### config.mk
export PLATFORM = sky130hd
export DESIGN_NAME = adaptive_playout_delay_control
export DESIGN_NICKNAME = d
export VERILOG_FILES = /design/src/apdc_pkg.sv /design/src/apdc_ram.sv /design/src/apdc_sdiv.sv /design/src/adaptive_playout_delay_control.sv
export SDC_FILE = /design/constraint.sdc
export NUM_CORES = 2
export LEC_CHECK = 0
export BUFFER_PORTS_ARGS = -buffer_cell sky130_fd_sc_hd__buf_2
export CAP_MARGIN = 20
export CORE_ASPECT_RATIO = 0.8
export CORE_MARGIN = 4
export CORE_UTILIZATION = 42
export CTS_BUF_LIST = sky130_fd_sc_hd__clkbuf_16
export CTS_CLUSTER_SIZE = 10
export DETAILED_ROUTE_END_ITERATION = 16
export GPL_ROUTABILITY_DRIVEN = 0
export PLACE_DENSITY = 0.62
export SYNTH_ARGS = -nofsm -noshare
export SYNTH_HDL_FRONTEND = slang
export SYNTH_SLANG_ARGS = --single-unit
### constraint.sdc
create_clock -name clk -period 7.57 [get_ports clk]
set_clock_uncertainty 0.05 [all_clocks]
set_input_delay 0.757 -clock clk [delete_from_list [all_inputs] [get_ports clk]]
set_output_delay 0.757 -clock clk [all_outputs]
set_load 0.02 [all_outputs]
### src/apdc_pkg.sv
`timescale 1ns / 1ps

package apdc_pkg;

  // field widths
  localparam int LOSS_W   = 16;
  localparam int JIT_W    = 16;
  localparam int DELAY_W  = 12;

  // default depth of the jitter window
  localparam int WINDOW_DEF = 100;

  // register indexes on the config port
  localparam int REG_IDX_W = 2;
  localparam logic [REG_IDX_W-1:0] REG_TARGET = 2'd0;
  localparam logic [REG_IDX_W-1:0] REG_MIN    = 2'd1;
  localparam logic [REG_IDX_W-1:0] REG_MAX    = 2'd2;

  // register reset values
  localparam logic [DELAY_W-1:0] TARGET_RST = 12'd60;
  localparam logic [DELAY_W-1:0] MIN_RST    = 12'd20;
  localparam logic [DELAY_W-1:0] MAX_RST    = 12'd200;

  // condition thresholds (loss in Q0.16, jitter in Q12.4)
  localparam logic [LOSS_W-1:0] LOSS_BAD  = 16'd3276;
  localparam logic [LOSS_W-1:0] LOSS_GOOD = 16'd655;
  localparam logic [JIT_W-1:0]  JIT_BAD   = 16'd480;
  localparam logic [JIT_W-1:0]  JIT_GOOD  = 16'd160;

  // changes in ms up to this size are not applied
  localparam logic [DELAY_W-1:0] HYST_MS = 12'd5;

  // delay scaling divider: dividend holds cur*6, cur*9 or cur, divisor holds 5, 10 or 1
  localparam int DLY_DW = 16;
  localparam int DLY_VW = 4;
  localparam logic [DLY_VW-1:0] DIV_UP   = 4'd5;
  localparam logic [DLY_VW-1:0] DIV_DOWN = 4'd10;
  localparam logic [DLY_VW-1:0] DIV_KEEP = 4'd1;

  typedef struct packed {
    logic [LOSS_W-1:0] packet_loss;
    logic [JIT_W-1:0]  jitter;
  } in_item_t;

  typedef struct packed {
    logic [DELAY_W-1:0] buffer_ms;
    logic [JIT_W-1:0]   average_jitter;
  } out_item_t;

endpackage

### src/apdc_ram.sv
`timescale 1ns / 1ps

module apdc_ram #(
  parameter int WIDTH = 16,
  parameter int DEPTH = 100,
  parameter int AW    = (DEPTH > 1) ? $clog2(DEPTH) : 1
) (
  input  logic             clk,
  input  logic             we,
  input  logic [AW-1:0]    waddr,
  input  logic [WIDTH-1:0] wdata,
  input  logic [AW-1:0]    raddr,
  output logic [WIDTH-1:0] rdata
);

  logic [WIDTH-1:0] mem [DEPTH];

  // one write port, registered read
  always_ff @(posedge clk) begin
    if (we) begin
      mem[waddr] <= wdata;
    end
    rdata <= mem[raddr];
  end

endmodule

### src/apdc_sdiv.sv
`timescale 1ns / 1ps

module apdc_sdiv #(
  parameter int DW = 23,
  parameter int VW = 7
) (
  input  logic          clk,
  input  logic          rst,
  input  logic          start,
  input  logic [DW-1:0] dividend,
  input  logic [VW-1:0] divisor,
  output logic          busy,
  output logic [DW-1:0] quotient
);

  localparam int CW = $clog2(DW + 1);

  logic [VW-1:0] rem;
  logic [VW-1:0] divr;
  logic [DW-1:0] quo;
  logic [CW-1:0] cnt;

  logic [VW:0] shifted;
  logic [VW:0] trial;
  logic        ge;
  logic [DW:0] quo_ext;

  // one restoring step: bring in the next dividend bit, try the subtract
  always_comb begin
    shifted = {rem, quo[DW-1]};
    trial   = shifted - {1'b0, divr};
    ge      = (shifted >= {1'b0, divr});
    quo_ext = {quo, ge};
  end

  // control
  always_ff @(posedge clk) begin
    if (rst) begin
      busy <= 1'b0;
      cnt  <= '0;
    end else if (start) begin
      busy <= 1'b1;
      cnt  <= CW'(DW);
    end else if (busy) begin
      cnt <= cnt - 1'b1;
      if (cnt == CW'(1)) begin
        busy <= 1'b0;
      end
    end
  end

  // datapath: quotient bits shift in as dividend bits shift out
  always_ff @(posedge clk) begin
    if (start) begin
      rem  <= '0;
      divr <= divisor;
      quo  <= dividend;
    end else if (busy) begin
      rem <= ge ? trial[VW-1:0] : shifted[VW-1:0];
      quo <= quo_ext[DW-1:0];
    end
  end

  assign quotient = quo;

endmodule

### src/adaptive_playout_delay_control.sv
`timescale 1ns / 1ps

// Adaptive playout delay control. Each input beat is one quality report
// (loss fraction, jitter); each report gives exactly one output beat with the
// updated playout delay and the truncated mean jitter over the last WINDOW
// reports. One report is handled at a time; the window average is formed by a
// bit-serial divider one quotient bit per cycle, and the delay scaling runs
// on a second, shorter serial divider in parallel. in_stall is low only
// between reports. The result waits in an output register until taken. The
// jitter window sits in a RAM that needs no clearing after reset. Config
// writes must be made only while idle; the block itself does not enforce
// this. Writing the target register reloads the current delay.

module adaptive_playout_delay_control #(
  parameter int WINDOW = apdc_pkg::WINDOW_DEF
) (
  input  logic                           clk,
  input  logic                           rst,
  input  logic                           in_valid,
  output logic                           in_stall,
  input  apdc_pkg::in_item_t             in_data,
  output logic                           out_valid,
  input  logic                           out_stall,
  output apdc_pkg::out_item_t            out_data,
  input  logic                           cfg_we,
  input  logic [apdc_pkg::REG_IDX_W-1:0] cfg_index,
  input  logic [apdc_pkg::DELAY_W-1:0]   cfg_data
);

  import apdc_pkg::*;

  localparam int SLOT_W = (WINDOW > 1) ? $clog2(WINDOW) : 1;
  localparam int CNT_W  = $clog2(WINDOW + 1);
  localparam int SUM_W  = $clog2(WINDOW * 65536);

  localparam logic [1:0] S_IDLE = 2'd0;
  localparam logic [1:0] S_PUSH = 2'd1;
  localparam logic [1:0] S_DIV  = 2'd2;
  localparam logic [1:0] S_FIN  = 2'd3;

  logic [1:0]         state;
  logic [DELAY_W-1:0] cur;
  logic [DELAY_W-1:0] min_ms;
  logic [DELAY_W-1:0] max_ms;
  logic [CNT_W-1:0]   count;
  logic [SUM_W-1:0]   sum;
  logic [SLOT_W-1:0]  slot;
  in_item_t           item;

  logic [JIT_W-1:0]   old_jit;
  logic               full;
  logic [CNT_W-1:0]   count_next;
  logic [SUM_W-1:0]   sum_next;
  logic [SLOT_W-1:0]  slot_next;
  logic               bad;
  logic               good;
  logic [DLY_DW-1:0]  dly_dividend;
  logic [DLY_VW-1:0]  dly_divisor;

  logic               avg_busy;
  logic [SUM_W-1:0]   avg_q;
  logic               dly_busy;
  logic [DLY_DW-1:0]  dly_q;

  logic [DELAY_W-1:0] cand_hi;
  logic [DELAY_W-1:0] cand;
  logic [DELAY_W-1:0] diff;
  logic [DELAY_W-1:0] cur_next;
  logic               push;
  logic               fin;

  assign in_stall = (state != S_IDLE);
  assign push     = (state == S_PUSH);
  assign fin      = (state == S_FIN) && (!out_valid || !out_stall);

  // jitter window
  apdc_ram #(
    .WIDTH (JIT_W),
    .DEPTH (WINDOW),
    .AW    (SLOT_W)
  ) u_window (
    .clk   (clk),
    .we    (push),
    .waddr (slot),
    .wdata (item.jitter),
    .raddr (slot),
    .rdata (old_jit)
  );

  // window bookkeeping and choice of delay scaling
  always_comb begin
    full       = (count == CNT_W'(WINDOW));
    count_next = full ? count : count + 1'b1;
    sum_next   = sum - (full ? SUM_W'(old_jit) : '0) + SUM_W'(item.jitter);
    slot_next  = (slot == SLOT_W'(WINDOW - 1)) ? '0 : slot + 1'b1;

    bad  = (item.packet_loss > LOSS_BAD) || (item.jitter > JIT_BAD);
    good = (item.packet_loss <= LOSS_GOOD) && (item.jitter < JIT_GOOD);

    if (bad) begin
      dly_dividend = (DLY_DW'(cur) << 2) + (DLY_DW'(cur) << 1);
      dly_divisor  = DIV_UP;
    end else if (good) begin
      dly_dividend = (DLY_DW'(cur) << 3) + DLY_DW'(cur);
      dly_divisor  = DIV_DOWN;
    end else begin
      dly_dividend = DLY_DW'(cur);
      dly_divisor  = DIV_KEEP;
    end
  end

  // window mean
  apdc_sdiv #(
    .DW (SUM_W),
    .VW (CNT_W)
  ) u_avg_div (
    .clk      (clk),
    .rst      (rst),
    .start    (push),
    .dividend (sum_next),
    .divisor  (count_next),
    .busy     (avg_busy),
    .quotient (avg_q)
  );

  // delay scaling
  apdc_sdiv #(
    .DW (DLY_DW),
    .VW (DLY_VW)
  ) u_dly_div (
    .clk      (clk),
    .rst      (rst),
    .start    (push),
    .dividend (dly_dividend),
    .divisor  (dly_divisor),
    .busy     (dly_busy),
    .quotient (dly_q)
  );

  // clamp (min wins) and small-change filter
  always_comb begin
    cand_hi  = (dly_q > DLY_DW'(max_ms)) ? max_ms : dly_q[DELAY_W-1:0];
    cand     = (cand_hi < min_ms) ? min_ms : cand_hi;
    diff     = (cand > cur) ? cand - cur : cur - cand;
    cur_next = (diff > HYST_MS) ? cand : cur;
  end

  // sequencer
  always_ff @(posedge clk) begin
    if (rst) begin
      state <= S_IDLE;
    end else begin
      unique case (state)
        S_IDLE: begin
          if (in_valid) begin
            state <= S_PUSH;
          end
        end
        S_PUSH: begin
          state <= S_DIV;
        end
        S_DIV: begin
          if (!avg_busy && !dly_busy) begin
            state <= S_FIN;
          end
        end
        S_FIN: begin
          if (fin) begin
            state <= S_IDLE;
          end
        end
        default: begin
          state <= S_IDLE;
        end
      endcase
    end
  end

  // report capture
  always_ff @(posedge clk) begin
    if (in_valid && !in_stall) begin
      item <= in_data;
    end
  end

  // window state and delay
  always_ff @(posedge clk) begin
    if (rst) begin
      count  <= '0;
      sum    <= '0;
      slot   <= '0;
      cur    <= TARGET_RST;
      min_ms <= MIN_RST;
      max_ms <= MAX_RST;
    end else begin
      if (push) begin
        count <= count_next;
        sum   <= sum_next;
        slot  <= slot_next;
      end
      if (fin) begin
        cur <= cur_next;
      end
      if (cfg_we) begin
        unique case (cfg_index)
          REG_TARGET: cur    <= cfg_data;
          REG_MIN:    min_ms <= cfg_data;
          REG_MAX:    max_ms <= cfg_data;
          default:    ;
        endcase
      end
    end
  end

  // output register
  always_ff @(posedge clk) begin
    if (rst) begin
      out_valid <= 1'b0;
    end else if (fin) begin
      out_valid <= 1'b1;
    end else if (!out_stall) begin
      out_valid <= 1'b0;
    end
  end

  always_ff @(posedge clk) begin
    if (fin) begin
      out_data.buffer_ms      <= cur_next;
      out_data.average_jitter <= avg_q[JIT_W-1:0];
    end
  end

endmodule
==> metrics.md <==
| Metric | Value |
|---|---|
| Status | `finished clean` |
| Total number of vias | `43800` |
| Worst Hold Class | `input port to flip-flop` |
| Mapped Cells | `4590` |
| FF-to-FF path depth | `27` |
| Final Power | `28000 µW` |
| Clock share of power | `30.9%` |
| Final WL | `206000 µm` |
| Number of routed nets with antenna violations | `0` |
| Synth-to-Final Area Change | `14.2%` |
| Gr ovfl total | `0` |
| Worst Setup Start Kind | `flip-flop` |
| Post-Syn Nets | `4776` |
| Ys Warns | `0` |
| Register bit total from synthesis | `1824` |
| Count leader, synth | `edfxtp_1` |
| Clock period minus worst slack | `7360 ps` |
| Reg2reg end | `out_data[27]` |
| Yosys cell types | `85` |
| Register share of total power | `44.0%` |
| CTS clk-pin slew, worst paths | `60 ps` |
| Top post-synthesis cells by count | `edfxtp_1 (1709), a22oi_1 (582), clkbuf_1 (207)` |
| CTS tree | `yes` |
| Syn avg cell area | `15.6 µm²` |
| Final Hold Viols | `0` |
| TritonRoute pass-1 iters | `6` |
| Clock tree sinks | `1824` |
| Final slew viol count | `0` |
| Number of global-route vias before repair | `41800` |
| Vias per inst | `6.09` |
| WHS Endpoint | `item[7]` |
| Global-route usage over all layers | `22.7%` |
| Ratio of final minimum period to clock period | `97.3%` |
| Hold Slack | `59.8 ps` |
| Grt met1 use | `32.8%` |
| # IOs | `81` |
| Port bufs | `80` |
| Hold depth | `1` |
| Final net count | `5039` |
| Clk root buf | `clkbuf_16` |
| Critical Path RT | `8110 ps` |
| Crit path DAT | `7900 ps` |
| Least-Margin Pin Slew | `1300 ps` |
| Global-route wire length before repair | `298000 µm` |
| Worst skew pair latency | `840 ps` |
| Met3 usage | `5.50%` |
| Setup Viol. Count Final | `0` |
| WS Path Type | `flip-flop to flip-flop` |
| Register area share after synthesis | `74.8%` |
| Detailed Route Iter0 Violations | `5773` |
| Max_cap viols | `0` |
| Int Pwr | `19300 µW` |
| Flop-to-flop setup slack | `210 ps` |
| Layout cell share with drive strength beyond 1 | `12.4%` |
| Largest net degree at the start of global routing | `94` |
| Die Width | `470 µm` |
| Drt wl/cell | `28.7 µm` |
| Top Usage Layer GRT | `met2` |
| Psw | `8750 µW` |
| Initial Util | `42.3%` |
| DRC | `0` |
| Area leader, netlist | `edfxtp_1` |
| Met2 usage | `34.1%` |
| Post-layout util | `48.3%` |
| Switching portion of total power | `31.2%` |
| Worst vdd ir | `0.291 mV` |
| Core footprint | `0.169 mm²` |
| Setup_tns | `0 ps` |
| CP Capture Type | `flip-flop` |
| Synth Cell Area | `0.0717 mm²` |
| DIE AREA | `0.177 mm²` |
| Post-synth EDFFs | `1709` |
| Num CTS Buffers | `203` |
| Worst hold path startpoint | `in_data[7]` |
| Fmax | `136 MHz` |
| Share of flip-flops with an asynchronous set or reset | `0%` |
| Final Worst Setup Slack | `206 ps` |
| R2r startpoint | `u_dly_div.quotient[9]` |
| Hpwl dp | `121000 µm` |
| H-Tree Depth | `4` |
| FP Rows | `135` |
| Logic gate share of total power | `25.1%` |
| Leak Pwr | `0.0265 µW` |
| Ys flop type | `edfxtp_1` |
| Slew headroom | `13.0%` |
| Place WS | `-46.8 ps` |
| Crit path max fanout | `12` |
| Largest cells by area after synthesis | `edfxtp_1 (72%), a22oi_1 (6.1%), dfxtp_1 (3.2%)` |
| Die Y | `378 µm` |
| Initial antenna violation count | `7` |
| Top cell type's share of synthesized area | `71.6%` |
| Pwr dens | `342 mW/mm²` |
| Clock Tree Buf Depth | `3` |
==> logic make-up after synthesis <==
logic type                 synth area share [%]
and+or+nand+nor                            4.82
buffers and inverters                      2.43
adders and majority gates                  2.59
xor gates and xnor gates                  0.764
DFF                                        74.8
AOI/OAI and AO/OA                          13.5
muxes                                      1.07
==> through the flow <==
stage / cell area [µm²] / std cells
2_1_floorplan: 71700 / 4590
3_3_place_gp: 75700 / 6868
3_5_place_dp: 75800 / 6870
4_1_cts: 81700 / 7178
5_1_grt: 81900 / 7188
6_report: 81900 / 7191
==> registers in the layout, indices dropped and copies added (netlist names), 16 cells and up <==
name,cells
u_avg_div.quotient,23
u_dly_div.quotient,16
out_data,28
u_window.mem,1600
u_window.rdata,16
sum,23
item,32
==> layout make-up <==
class	count	area (µm²)
multi-input combinational	2305	16500
antenna	3	7.51
inverter	186	698
clock inverter	76	593
timing repair buffer	333	2530
clock buffer	204	5100
tap	2260	2830
sequential	1824	53600
fill	14200	87500
==> how the worst max path moves through the flow <==
stage | slack [ps] | endpoint | start
2_1_floorplan | 450 | out_data[16] | u_dly_div.quotient[9]
3_3_place_gp | 90 | out_data[18] | u_dly_div.quotient[9]
3_5_place_dp | -50 | out_data[25] | u_dly_div.quotient[9]
4_1_cts | 4 | out_data[25] | u_dly_div.quotient[9]
5_1_grt | -60 | out_data[19] | u_dly_div.quotient[9]
6_report | 210 | out_data[27] | u_dly_div.quotient[9]
==> cells in the final DEF, fill, tap and decap left out, types with 16 or more instances in the layout <==
| master | synthesis | final |
|---|---|---|
| dfxtp_1 | 115 | 112 |
| a22o_1 | 98 | 98 |
| inv_1 | 183 | 238 |
| nand4_1 | 89 | 89 |
| a221oi_1 | 100 | 100 |
| nand2_1 | 195 | 195 |
| nor2b_1 | 22 | 19 |
| edfxtp_1 | 1709 | 1709 |
| xor2_1 | 26 | 26 |
| mux2i_1 | 25 | 24 |
| mux4_2 | 16 | 16 |
| dlygate4sd3_1 | 0 | 28 |
| buf_4 | 0 | 210 |
| clkbuf_16 | 0 | 204 |
| a41oi_1 | 50 | 50 |
| a22oi_1 | 582 | 582 |
| o21ai_0 | 91 | 91 |
| and2_1 | 30 | 27 |
| a21o_1 | 20 | 19 |
| nor3_1 | 36 | 35 |
| a21oi_1 | 151 | 149 |
| nor4_1 | 18 | 17 |
| xnor2_1 | 34 | 34 |
| nand2b_1 | 18 | 18 |
| fa_1 | 22 | 21 |
| and3_1 | 17 | 16 |
| buf_2 | 2 | 80 |
| nor2_1 | 202 | 197 |
| o211ai_1 | 27 | 27 |
| nand3_1 | 46 | 46 |
| ha_1 | 113 | 112 |
| a31oi_1 | 64 | 63 |
| o21ai_1 | 37 | 37 |
==> power by group through the flow <==
stage	clock network (µW)	logic (µW)	registers, µW
after global placement	0	6720	12500
after global routing	9190	7650	12400
after CTS	8740	6880	12300
final	8640	7040	12300
after floorplan	0	4160	12700
after detailed placement	0	6840	12500
==> timing repair <==
action / CTS / global route
hold endpoints to repair: 28 / 0
buffers inserted: 0 / 7
hold buffers: 28 / 0
resized for setup: 2 / 13
pin swaps: 0 / 7
setup endpoints to repair: 17 / 24
cloned: 0 / 1
==> layer usage <==
layer / vias to the layer above / wire [µm]
met4: 2 / 5510
met1: 22400 / 86500
met2: 2320 / 92100
met5: - / 18
li1: 18800 / -
met3: 293 / 22100
==> critical path, cell delays in order, from the launching register on <==
cell,delay [ps]
edfxtp_1,430
ha_1,330
a211oi_2,230
o21ai_1,160
nor4_4,370
a21o_4,260
o21ai_0,140
ha_1,360
a2111oi_2,360
o2bb2ai_1,160
o21ai_1,100
or2_1,260
buf_4,180
mux2_2,350
ha_1,320
a21o_1,230
or3_1,350
o211ai_1,290
a21o_2,290
nand2_1,70
a32oi_1,210
nand4_1,110
a2111oi_1,370
nand4_1,180
buf_4,190
nor4_4,250
buf_4,190
mux2_1,330
No activity file was read; power rests on OpenSTA's default activity.
